<file path="config.mk">
export PLATFORM = sky130hd
export DESIGN_NAME = chain_command_frame_handler
export DESIGN_NICKNAME = d
export VERILOG_FILES = /design/src/ccfh_pkg.sv /design/src/ccfh_line_store.sv /design/src/chain_command_frame_handler.sv
export SDC_FILE = /design/constraint.sdc
export NUM_CORES = 1
export LEC_CHECK = 0
export BUFFER_PORTS_ARGS = -buffer_cell sky130_fd_sc_hd__buf_2
export CAP_MARGIN = 5
export CORE_ASPECT_RATIO = 1.5
export CORE_MARGIN = 10
export CORE_UTILIZATION = 40
export CTS_CLUSTER_DIAMETER = 50
export CTS_CLUSTER_SIZE = 10
export DETAILED_ROUTE_END_ITERATION = 7
export GPL_ROUTABILITY_DRIVEN = 0
export PLACE_DENSITY = 0.52
export SLEW_MARGIN = 10
export SYNTH_ARGS = -nofsm -noshare
export SYNTH_HDL_FRONTEND = slang
export SYNTH_SLANG_ARGS = --single-unit
</file>
<file path="constraint.sdc">
create_clock -name clk_i -period 13.55 [get_ports clk_i]
set_clock_uncertainty 0.1 [all_clocks]
set_input_delay 2.71 -clock clk_i [delete_from_list [all_inputs] [get_ports clk_i]]
set_output_delay 2.71 -clock clk_i [all_outputs]
set_load 0.02 [all_outputs]
</file>
<file path="src/ccfh_pkg.sv">
// Chain command frame handler: shared constants, response kinds and canned replies.
// No dependencies; imported by the top level.
package ccfh_pkg;

  localparam logic [7:0] CH_NL = 8'h0A;
  localparam logic [7:0] CH_C = 8'h43;
  localparam logic [7:0] CH_D = 8'h44;
  localparam logic [7:0] TEMP_OFF = 8'h80;
  localparam logic [7:0] VERSION_RST = 8'h01;

  localparam logic [7:0] CMD_IDENT = 8'd0;
  localparam logic [7:0] CMD_SET_ADDR = 8'd1;
  localparam logic [7:0] CMD_SET_ECHO = 8'd2;
  localparam logic [7:0] CMD_INC_ADDR = 8'd3;
  localparam logic [7:0] CMD_REPORT = 8'd4;
  localparam logic [7:0] CMD_ECHO = 8'd5;
  localparam logic [7:0] CMD_RESET = 8'd6;
  localparam logic [7:0] CMD_RESET_ECHO = 8'd7;
  localparam logic [7:0] CMD_LIMIT = 8'd8;
  localparam logic [7:0] CMD_LIMIT_ECHO = 8'd9;
  localparam logic [7:0] CMD_CLEAR = 8'd10;
  localparam logic [7:0] CMD_CLEAR_ECHO = 8'd11;

  typedef enum logic {
    RSP_IDENT,
    RSP_ADDR
  } rsp_e;

  function automatic logic [7:0] canned_byte(rsp_e kind, logic [2:0] idx,
                                             logic [7:0] board, logic [7:0] version);
    logic [7:0] b;
    b = 8'h00;
    if (kind == RSP_IDENT) begin
      case (idx)
        3'd0: b = CH_C;
        3'd1: b = 8'hFF;
        3'd2: b = board;
        3'd3: b = version;
        3'd4: b = 8'h00;
        3'd5: b = ~board;
        3'd6: b = ~version;
        default: b = CH_NL;
      endcase
    end else begin
      case (idx)
        3'd0: b = CH_C;
        3'd1: b = 8'h05;
        3'd2: b = board;
        3'd3: b = 8'hFA;
        3'd4: b = ~board;
        default: b = CH_NL;
      endcase
    end
    return b;
  endfunction

  function automatic logic canned_last(rsp_e kind, logic [2:0] idx);
    return (kind == RSP_IDENT) ? (idx == 3'd7) : (idx == 3'd5);
  endfunction

endpackage

</file>
<file path="src/ccfh_line_store.sv">
// Line store for the chain command frame handler: one write port, one
// registered read port. No dependencies.
module ccfh_line_store #(
  parameter int unsigned Depth = 64,
  localparam int unsigned AW = $clog2(Depth)
) (
  input  logic          clk_i,
  input  logic          we_i,
  input  logic [AW-1:0] waddr_i,
  input  logic [7:0]    wdata_i,
  input  logic          re_i,
  input  logic [AW-1:0] raddr_i,
  output logic [7:0]    rdata_o
);

  logic [7:0] mem_q [Depth];
  logic [7:0] rdata_q;

  always_ff @(posedge clk_i) begin
    if (we_i) begin
      mem_q[waddr_i] <= wdata_i;
    end
  end

  always_ff @(posedge clk_i) begin
    if (re_i) begin
      rdata_q <= mem_q[raddr_i];
    end
  end

  assign rdata_o = rdata_q;

endmodule

</file>
<file path="src/chain_command_frame_handler.sv">
// Chain command frame handler: top level with the frame sequencer and state registers.
// Depends on ccfh_pkg and ccfh_line_store.
//
// Usage:
//  s_axis carries one received serial byte per item (tdata[7:0]).
//  m_axis returns the results of each byte: tuser = tx_valid (byte to send),
//  tlast = last result of that byte, tdata holds the byte and the live status.
//  cfg_we_i/cfg_wdata_i write the version byte reported by the identify command.
//  Flow: a byte that does not close a frame is accepted, then its status item
//  leaves the output register. A newline runs the sequencer: it reads the lead
//  byte, checks the payload pairs through the single line store read port,
//  reads command and argument, then forwards the frame bytes or sends the
//  canned reply bytes, or only a status item.
//  s_axis_tready_o is low while the sequencer runs or a result is pending.
//  Receiver stall: the output register holds its item and the sequencer waits.
//  Reset: board address 0, limit and release -128, no reset request, version 1,
//  empty line; the store contents are not cleared.
module chain_command_frame_handler
  import ccfh_pkg::*;
#(
  parameter int unsigned LINE_DEPTH = 64
) (
  input  logic        clk_i,
  input  logic        rst_ni,
  input  logic        cfg_we_i,
  input  logic [7:0]  cfg_wdata_i,
  input  logic        s_axis_tvalid_i,
  output logic        s_axis_tready_o,
  input  logic [7:0]  s_axis_tdata_i,   // [7:0] rx_byte
  output logic        m_axis_tvalid_o,
  input  logic        m_axis_tready_i,
  output logic [39:0] m_axis_tdata_o,   // [7:0] tx_byte, [15:8] board_address,
                                        // [23:16] overheat_limit, [31:24] release_temp,
                                        // [32] reset_request, [39:33] zero
  output logic        m_axis_tuser_o,   // [0] tx_valid
  output logic        m_axis_tlast_o    // last_of_run
);

  localparam int unsigned AW = $clog2(LINE_DEPTH);

  localparam logic [3:0] S_IDLE = 4'd0;
  localparam logic [3:0] S_LEAD = 4'd1;
  localparam logic [3:0] S_LEADW = 4'd2;
  localparam logic [3:0] S_SA = 4'd3;
  localparam logic [3:0] S_SB = 4'd4;
  localparam logic [3:0] S_SC = 4'd5;
  localparam logic [3:0] S_CMD = 4'd6;
  localparam logic [3:0] S_CMD1 = 4'd7;
  localparam logic [3:0] S_EXEC = 4'd8;
  localparam logic [3:0] S_INC4 = 4'd9;
  localparam logic [3:0] S_FRD = 4'd10;
  localparam logic [3:0] S_FOUT = 4'd11;
  localparam logic [3:0] S_CAN = 4'd12;
  localparam logic [3:0] S_STAT = 4'd13;

  logic [3:0]    state_q, state_d;
  logic [AW-1:0] fill_q, fill_d;
  logic [AW-1:0] len_q, len_d;
  logic [AW-1:0] idx_q, idx_d;
  logic [AW-1:0] half_q, half_d;
  logic [7:0]    cmd_q, cmd_d;
  logic [7:0]    arg_q, arg_d;
  logic [7:0]    a_q, a_d;
  rsp_e          kind_q, kind_d;
  logic [7:0]    board_q, board_d;
  logic [7:0]    limit_q, limit_d;
  logic [7:0]    clear_q, clear_d;
  logic          rstp_q, rstp_d;
  logic [7:0]    version_q;

  logic          out_valid_q;
  logic [7:0]    out_byte_q;
  logic          out_txv_q;
  logic          out_last_q;

  logic          push, push_txv, push_last;
  logic [7:0]    push_byte;
  logic          can_push;
  logic          accept;

  logic          mem_we, mem_re;
  logic [AW-1:0] mem_waddr, mem_raddr;
  logic [7:0]    mem_wdata, mem_rdata;

  ccfh_line_store #(
    .Depth(LINE_DEPTH)
  ) u_line_store (
    .clk_i  (clk_i),
    .we_i   (mem_we),
    .waddr_i(mem_waddr),
    .wdata_i(mem_wdata),
    .re_i   (mem_re),
    .raddr_i(mem_raddr),
    .rdata_o(mem_rdata)
  );

  assign can_push = !out_valid_q || m_axis_tready_i;
  assign s_axis_tready_o = (state_q == S_IDLE) && !out_valid_q;
  assign accept = s_axis_tvalid_i && s_axis_tready_o;

  always_comb begin
    state_d = state_q;
    fill_d = fill_q;
    len_d = len_q;
    idx_d = idx_q;
    half_d = half_q;
    cmd_d = cmd_q;
    arg_d = arg_q;
    a_d = a_q;
    kind_d = kind_q;
    board_d = board_q;
    limit_d = limit_q;
    clear_d = clear_q;
    rstp_d = rstp_q;
    push = 1'b0;
    push_txv = 1'b0;
    push_last = 1'b1;
    push_byte = 8'h00;
    mem_we = 1'b0;
    mem_waddr = fill_q;
    mem_wdata = s_axis_tdata_i;
    mem_re = 1'b0;
    mem_raddr = idx_q;
    case (state_q)
      S_IDLE: begin
        if (accept) begin
          if (rstp_q) begin
            push = 1'b1;
          end else begin
            mem_we = 1'b1;
            if (fill_q == AW'(LINE_DEPTH - 1)) begin
              fill_d = '0;
              push = 1'b1;
            end else if (s_axis_tdata_i != CH_NL) begin
              fill_d = fill_q + AW'(1);
              push = 1'b1;
            end else begin
              len_d = fill_q + AW'(1);
              fill_d = '0;
              state_d = S_LEAD;
            end
          end
        end
      end
      S_LEAD: begin
        mem_re = 1'b1;
        mem_raddr = '0;
        state_d = S_LEADW;
      end
      S_LEADW: begin
        idx_d = '0;
        if (mem_rdata == CH_D) begin
          state_d = S_FRD;
        end else if (mem_rdata == CH_C && len_q >= AW'(4) && !len_q[0]) begin
          half_d = (len_q - AW'(2)) >> 1;
          state_d = S_SA;
        end else begin
          state_d = S_STAT;
        end
      end
      S_SA: begin
        mem_re = 1'b1;
        mem_raddr = AW'(1) + idx_q;
        state_d = S_SB;
      end
      S_SB: begin
        mem_re = 1'b1;
        mem_raddr = AW'(1) + half_q + idx_q;
        a_d = mem_rdata;
        state_d = S_SC;
      end
      S_SC: begin
        if (a_q != ~mem_rdata) begin
          state_d = S_STAT;
        end else if (idx_q + AW'(1) == half_q) begin
          state_d = S_CMD;
        end else begin
          idx_d = idx_q + AW'(1);
          state_d = S_SA;
        end
      end
      S_CMD: begin
        mem_re = 1'b1;
        mem_raddr = AW'(1);
        state_d = S_CMD1;
      end
      S_CMD1: begin
        cmd_d = mem_rdata;
        mem_re = 1'b1;
        mem_raddr = AW'(2);
        state_d = S_EXEC;
      end
      S_EXEC: begin
        idx_d = '0;
        state_d = S_STAT;
        case (cmd_q)
          CMD_IDENT: begin
            kind_d = RSP_IDENT;
            state_d = S_CAN;
          end
          CMD_SET_ADDR: board_d = mem_rdata;
          CMD_SET_ECHO: begin
            board_d = mem_rdata;
            state_d = S_FRD;
          end
          CMD_INC_ADDR: begin
            board_d = mem_rdata;
            arg_d = mem_rdata + 8'd1;
            mem_we = 1'b1;
            mem_waddr = AW'(2);
            mem_wdata = mem_rdata + 8'd1;
            state_d = (len_q > AW'(4)) ? S_INC4 : S_FRD;
          end
          CMD_REPORT: begin
            kind_d = RSP_ADDR;
            state_d = S_CAN;
          end
          CMD_ECHO: state_d = S_FRD;
          CMD_RESET: rstp_d = 1'b1;
          CMD_RESET_ECHO: begin
            rstp_d = 1'b1;
            state_d = S_FRD;
          end
          CMD_LIMIT: limit_d = mem_rdata;
          CMD_LIMIT_ECHO: begin
            limit_d = mem_rdata;
            state_d = S_FRD;
          end
          CMD_CLEAR: clear_d = mem_rdata;
          CMD_CLEAR_ECHO: begin
            clear_d = mem_rdata;
            state_d = S_FRD;
          end
          default: state_d = S_STAT;
        endcase
      end
      S_INC4: begin
        mem_we = 1'b1;
        mem_waddr = AW'(4);
        mem_wdata = ~arg_q;
        state_d = S_FRD;
      end
      S_FRD: begin
        mem_re = 1'b1;
        mem_raddr = idx_q;
        state_d = S_FOUT;
      end
      S_FOUT: begin
        if (can_push) begin
          push = 1'b1;
          push_txv = 1'b1;
          push_byte = mem_rdata;
          push_last = (idx_q == len_q - AW'(1));
          if (push_last) begin
            state_d = S_IDLE;
          end else begin
            idx_d = idx_q + AW'(1);
            state_d = S_FRD;
          end
        end
      end
      S_CAN: begin
        if (can_push) begin
          push = 1'b1;
          push_txv = 1'b1;
          push_byte = canned_byte(kind_q, idx_q[2:0], board_q, version_q);
          push_last = canned_last(kind_q, idx_q[2:0]);
          if (push_last) begin
            state_d = S_IDLE;
          end else begin
            idx_d = idx_q + AW'(1);
          end
        end
      end
      S_STAT: begin
        if (can_push) begin
          push = 1'b1;
          state_d = S_IDLE;
        end
      end
      default: state_d = S_IDLE;
    endcase
  end

  always_ff @(posedge clk_i or negedge rst_ni) begin
    if (!rst_ni) begin
      state_q <= S_IDLE;
      fill_q <= '0;
      board_q <= 8'h00;
      limit_q <= TEMP_OFF;
      clear_q <= TEMP_OFF;
      rstp_q <= 1'b0;
      version_q <= VERSION_RST;
      out_valid_q <= 1'b0;
    end else begin
      state_q <= state_d;
      fill_q <= fill_d;
      board_q <= board_d;
      limit_q <= limit_d;
      clear_q <= clear_d;
      rstp_q <= rstp_d;
      if (cfg_we_i) begin
        version_q <= cfg_wdata_i;
      end
      if (push) begin
        out_valid_q <= 1'b1;
      end else if (m_axis_tready_i) begin
        out_valid_q <= 1'b0;
      end
    end
  end

  always_ff @(posedge clk_i) begin
    len_q <= len_d;
    idx_q <= idx_d;
    half_q <= half_d;
    cmd_q <= cmd_d;
    arg_q <= arg_d;
    a_q <= a_d;
    kind_q <= kind_d;
    if (push) begin
      out_byte_q <= push_byte;
      out_txv_q <= push_txv;
      out_last_q <= push_last;
    end
  end

  assign m_axis_tvalid_o = out_valid_q;
  assign m_axis_tuser_o = out_txv_q;
  assign m_axis_tlast_o = out_last_q;
  assign m_axis_tdata_o = {7'd0, rstp_q, clear_q, limit_q, board_q, out_byte_q};

endmodule
</file>
# Yosys cells after proc, flatten, opt, wreduce, memory -nomap -nowiden
# Memory sizes are Yosys's and may differ from the RTL's. A register that Yosys moved wholly into a read port is not among the register bits.
# Index checks and enable logic that the tools add are counted.
[op_classes] n_addsub=7 order_cmp=2 eq_ne=50 n_mux=56 n_bitwise=8 n_reduce_logical=34
[op_table] operator="$pmux W4 S14" count=1
[op_table] operator="$pmux W8 S7" count=1
[op_table] operator="$mux W6" count=9
[op_table] operator="$mux W4" count=12
[op_table] operator="$pmux W8 S5" count=1
[op_table] operator="$eq A8 B3 Y1 const B" count=4
[op_table] operator="$eq A8 B4 Y1 const B" count=4
[op_table] operator="$mux W8" count=4
[op_table] operator="$not A8 Y8" count=4
[op_table] operator="$pmux W8 S2" count=2
[op_table] operator="$pmux W6 S5" count=1
[op_table] operator="$eq A4 B4 Y1 const B" count=6
[op_table] operator="$ne A2 B2 Y1 const B" count=12
[op_table] operator="$pmux W6 S4" count=1
[op_table] operator="$eq A4 B3 Y1 const B" count=4
[op_table] operator="$eq A8 B2 Y1 const B" count=2
[op_table] operator="$eq A8 B7 Y1 const B" count=2
[op_table] operator="$mux W1" count=16
[op_table] operator="$add A6 B1 Y6 const B" count=2
[op_table] operator="$eq A3 B3 Y1 const B" count=4
[op_table] operator="$pmux W6 S2" count=1
[op_table] operator="$reduce_and A2 Y1" count=6
[op_table] operator="$reduce_or A2 Y1" count=6
[op_table] operator="$pmux W3 S3" count=1
[op_table] operator="37 further kinds" count=51
[totals] regBits=96 ramBits=512 input_bits=21 out_inout_bits=44 elab_cells=176 memories=1
[memory_table] name="u_line_store.mem_q" words=64 width=8 read_ports=1 rd_clocked_by_memory_dff=1 wr=1 line="ccfh_line_store.sv:16" source="logic [7:0] mem_q [Depth];"

# Logic depth before layout (Yosys ltp)
[depth] word_depth=7 ltp_mapped=17

# Modules after synthesis
# From an unflattened synthesis, not the netlist that was laid out.
[unflattened] hier_cells=1507 area_unflattened_um2=25924.9
[by_module_without_submodules] mod="ccfh_line_store" n_inst=1 cells_per_inst=940 area_per_inst_um2=20244.4 seq_area_each_um2=15615.0
[by_module_without_submodules] mod="chain_command_frame_handler" n_inst=1 cells_per_inst=567 area_per_inst_um2=5680.4 seq_area_each_um2=2666.3

# Worst setup path after synthesis
# Ideal clock, no wire load.
[synth_path] path_kind="input port to flip-flop" startpoint="input port s_axis_tdata_i[6]" endpoint="memory u_line_store.mem_q[0][6] (data pin)" t_arrival_ns=3.998 required_ns=12.748 path_slack_ns=8.750 stages=2 path_buffers=0 cell_sequence="a22oi_1 > o21ai_0"
[synth_between] elab_chain_len=2
[synth_rtl] item="start: declaration" line="chain_command_frame_handler.sv:29" source="input logic [7:0] s_axis_tdata_i,"
[synth_rtl] item="$mux W8" line="chain_command_frame_handler.sv:196" source="case (cmd_q)"
[synth_rtl] item="$pmux W8 S2 *" line="chain_command_frame_handler.sv:124" source="case (state_q)"
[synth_rtl] item="via mem_wdata[6]" line="chain_command_frame_handler.sv:83" source="logic [7:0] mem_wdata, mem_rdata;"
[synth_rtl] item="end: declaration" line="ccfh_line_store.sv:16"
# Mark *: on every way through the listed nets, which the timed path passes. The rest lies on a longest branch.

# Worst setup path in the final report
[layout_path] startpoint="register idx_q[0]" endpoint="register u_line_store.rdata_q[2], in the netlist u_line_store.rdata_o[2], read port of u_line_store.mem_q (data pin)"
[layout_between] elab_chain_len=2
[layout_rtl] item="start: declaration" line="chain_command_frame_handler.sv:59" source="logic [AW-1:0] idx_q, idx_d;"
[layout_rtl] item="start signal: assignment" line="chain_command_frame_handler.sv:315" source="idx_q <= idx_d;"
[layout_rtl] item="$add A6 B6 Y6 / $add A6 B1 Y6 (equally long branches)" line="chain_command_frame_handler.sv:168, chain_command_frame_handler.sv:163"
[layout_rtl] item="$pmux W6 S5 *" line="chain_command_frame_handler.sv:124"
[layout_rtl] item="end: declaration" line="ccfh_line_store.sv:17" source="logic [7:0] rdata_q;"
# Every way passes the cells marked *; elsewhere a longest branch is shown, timed or not.
# A chain may end at the register's enable or synchronous reset.

==> flow_summary.toml <==
[critical_path]
reg2reg_slack_ps = 8100
crit_path_max_fanout = 60
arrival_ps = 5730
r2r_start = "idx_q[0]$_SDFFCE_PP0P_"
crit_path_start_kind = "flip-flop"
cpMostUsedCell = "mux2i_1"
crit_chain = "inv_1 -> ha_1 -> inv_1 -> fa_1 -> nor2b_1 -> a2bb2oi_4 -> buf_4 -> o21a_4 -> buf_4 -> mux2i_1 -> mux2i_1 -> mux2i_1 -> o211ai_1 -> and3_1"
slowest_delay_ps = 780
path_class = "reg -> reg"
r2r-end = "u_line_store.rdata_o[2]$_DFFE_PP_"
cp.required_ps = 13830
slowest_stage = "buf_4"
crit_end = "u_line_store.rdata_o[2]$_DFFE_PP_"
r2r_cells = 14
startpoint = "idx_q[0]$_SDFFCE_PP0P_"
critPathCaptureType = "flip-flop"

[floorplanning]
dieHeight_um = 337
dieWidth_um = 231
die_area_mm2 = 0.0780
io_pins = 65
fp-row-count = 116
core_area_mm2 = 0.0666
initial_core_util = 0.403

[clock_network]
htree_levels = 3
holdBufCountCts = 0
cts_sinks = 616
cts_tree = "done"
post_cts_resized = 0
clk_pin_slew_ps = 50
insertion_delay_ps = 640
post_cts_buffers = 0
numCtsBuffers = 73
clockRootBuffer = "clkbuf_16"
cts_max_path_buffers = 3

[detailed_routing]
wirelength_mm = 79.7
drt-initial-drc-count = 1362
antenna_left = 0
viasPerCell = 5.72
wl_per_cell_um = 26.9
drtPass1Iterations = 5
vias = 16900
post-route-drc-count = 0

[final_layout]
area_growth_pct = 11.9
num_antenna_cells = 0
fin_nets = 2081
multi_input_comb_area_mm2 = 0.00778
fillers = 5966
drive_above_1_share = 0.127
regArea_mm2 = 0.0183

[logic_synthesis]
synth_area_leaders = "edfxtp_1 64%, mux2i_1 4.4%, nand2_1 4.2%, dfrtp_1 3.8%, nand3_1 2.4%"
ys_seq_elements = 616
netlist_top_cells_count = "572 x edfxtp_1, 303 x nand2_1, 131 x nand3_1"
synth_area_leader_cell = "edfxtp_1"
syn_area_mm2 = 0.0268
synth_ff_type = "edfxtp_1"
synth.distinct_cells = 87
async_flop_share = 0.0714
yosys_warnings = 0
synth_top_cell_area_share = 0.641
netlist_instances = 1995
synth_most_common_cell = "edfxtp_1"
ys_seq_area_frac = 0.682
syn_area_per_cell_um2 = 13.4
synth_edf_count = 572

[sta]
relSlewSlack = 0.220
rsz0062_at_grt = "false"
period_share = 0.402
fin_tns_setup_ps = 0
fin_crit_ps = 5450
drv_slew = 0
finalHoldViolCount = 0
worstMarginPinSlew_ps = 1160
timing.fmax_mhz = 184
setup_viol_count_final = 0

[global_route]
grt_max_degree = 144
grt_pass1_vias = 17200
overflow = 0
antenna_found_initial = 0
grt_usage = 0.203
grt_pass1_wl_mm = 117

[pwr]
leakage_nw = 10.5
peakVddDrop_uv = 249
total_power_mw = 7.73
power.share.clock = 0.228
power_density_mw_per_mm2 = 258
p_sw_frac = 0.432
p_int_mw = 4.39
p_sw_mw = 3.34
seqPwrFrac = 0.309
combPwrFrac = 0.463

[place]
hpwl_mm = 52.0
portBuffers = 57

[outcome]
status = "finished clean"

[worst_hold_path]
hold_path.class = "reg -> reg"

[run]
drv_cap = 0
==> state kept, by name (all words and copies together) (netlist names), 8 cells and up <==
| signal | flops |
|---|---|
| out_byte_q | 8 |
| arg_q | 8 |
| a_q | 8 |
| board_q | 8 |
| u_line_store.rdata_o | 8 |
| u_line_store.mem_q | 512 |
| clear_q | 8 |
| cmd_q | 8 |
| version_q | 8 |
| limit_q | 8 |
==> placed cells by master (no fill, tap or decap), types with 38 or more instances in the layout <==
| master | count |
|---|---|
| edfxtp_1 | 572 |
| nand2_1 | 303 |
| nand3_1 | 131 |
| nor2_1 | 123 |
| mux2i_1 | 118 |
| clkbuf_16 | 75 |
| a21oi_1 | 58 |
| buf_2 | 57 |
| o211ai_1 | 48 |
| inv_1 | 45 |
| mux2_2 | 42 |
| dfrtp_1 | 41 |
| o21ai_0 | 39 |
| buf_4 | 38 |
==> critical path: cells and delay by family (launching register included) <==
kind	cells	cell delay, ps
compound gates	3	1190
simple gates	2	540
fa+ha+maj	2	680
flops	1	520
mux	3	670
buf+inv	4	1390
==> kinds of logic after synthesis <==
group / Yosys count / share of synthesized area
and+or+nand+nor: 672 / 0.112
DFF: 616 / 0.682
AOI/OAI and AO/OA: 309 / 0.0841
buffers and inverters: 175 / 0.0323
muxes: 170 / 0.0701
xor gates and xnor gates: 35 / 0.0114
adders and majority gates: 17 / 0.00821
other: 1 / 0.000140
==> area by class of cell <==
class,instances,area share
inverter,46,0.00575
sequential,616,0.609
tap,885,0.0369
timing repair buffer,96,0.0197
clock buffer,98,0.0658
clock inverter,10,0.00334
multi-input combinational,1210,0.259
==> how the worst min path moves through the flow <==
stage | depth (start not counted) | endpoint | start
3_3_place_gp | 2 | limit_q[0]$_DFFE_PN0P_ | limit_q[0]$_DFFE_PN0P_
3_5_place_dp | 2 | limit_q[0]$_DFFE_PN0P_ | limit_q[0]$_DFFE_PN0P_
2_1_floorplan | 0 | a_q[3]$_DFFE_PP_ | u_line_store.rdata_o[3]$_DFFE_PP_
6_report | 2 | clear_q[0]$_DFFE_PN0P_ | clear_q[0]$_DFFE_PN0P_
5_1_grt | 2 | clear_q[1]$_DFFE_PN0P_ | clear_q[1]$_DFFE_PN0P_
4_1_cts | 2 | clear_q[0]$_DFFE_PN0P_ | clear_q[0]$_DFFE_PN0P_
==> power groups by stage <==
stage	Clock, mW	Combinational, mW	Sequential (mW)
after global routing	1.86	3.79	2.40
after floorplan	0	2.35	2.38
after global placement	0	3.55	2.43
after CTS	1.80	3.59	2.39
after detailed placement	0	3.57	2.43
final	1.76	3.58	2.39
==> routing by layer <==
metal	track usage	vias to the layer above	wire, µm
met5	0	-	0
met4	0.119	0	4330
met3	0.0294	168	3900
met2	0.366	569	41900
met1	0.223	8598	29600
li1	-	7591	-
==> metrics by stage <==
step	cells	worst slack (ps)	cell area, µm²	utilization	hold WS [ps]
2_1_floorplan	2001	8750	26800	-	343
6_report	2961	8100	30000	0.450	375
4_1_cts	2961	8100	30000	0.450	382
3_3_place_gp	2853	8160	27900	0.419	361
5_1_grt	2961	7860	30000	0.450	410
3_5_place_dp	2853	8120	27900	0.419	370
No activity file was read; power rests on OpenSTA's default activity.
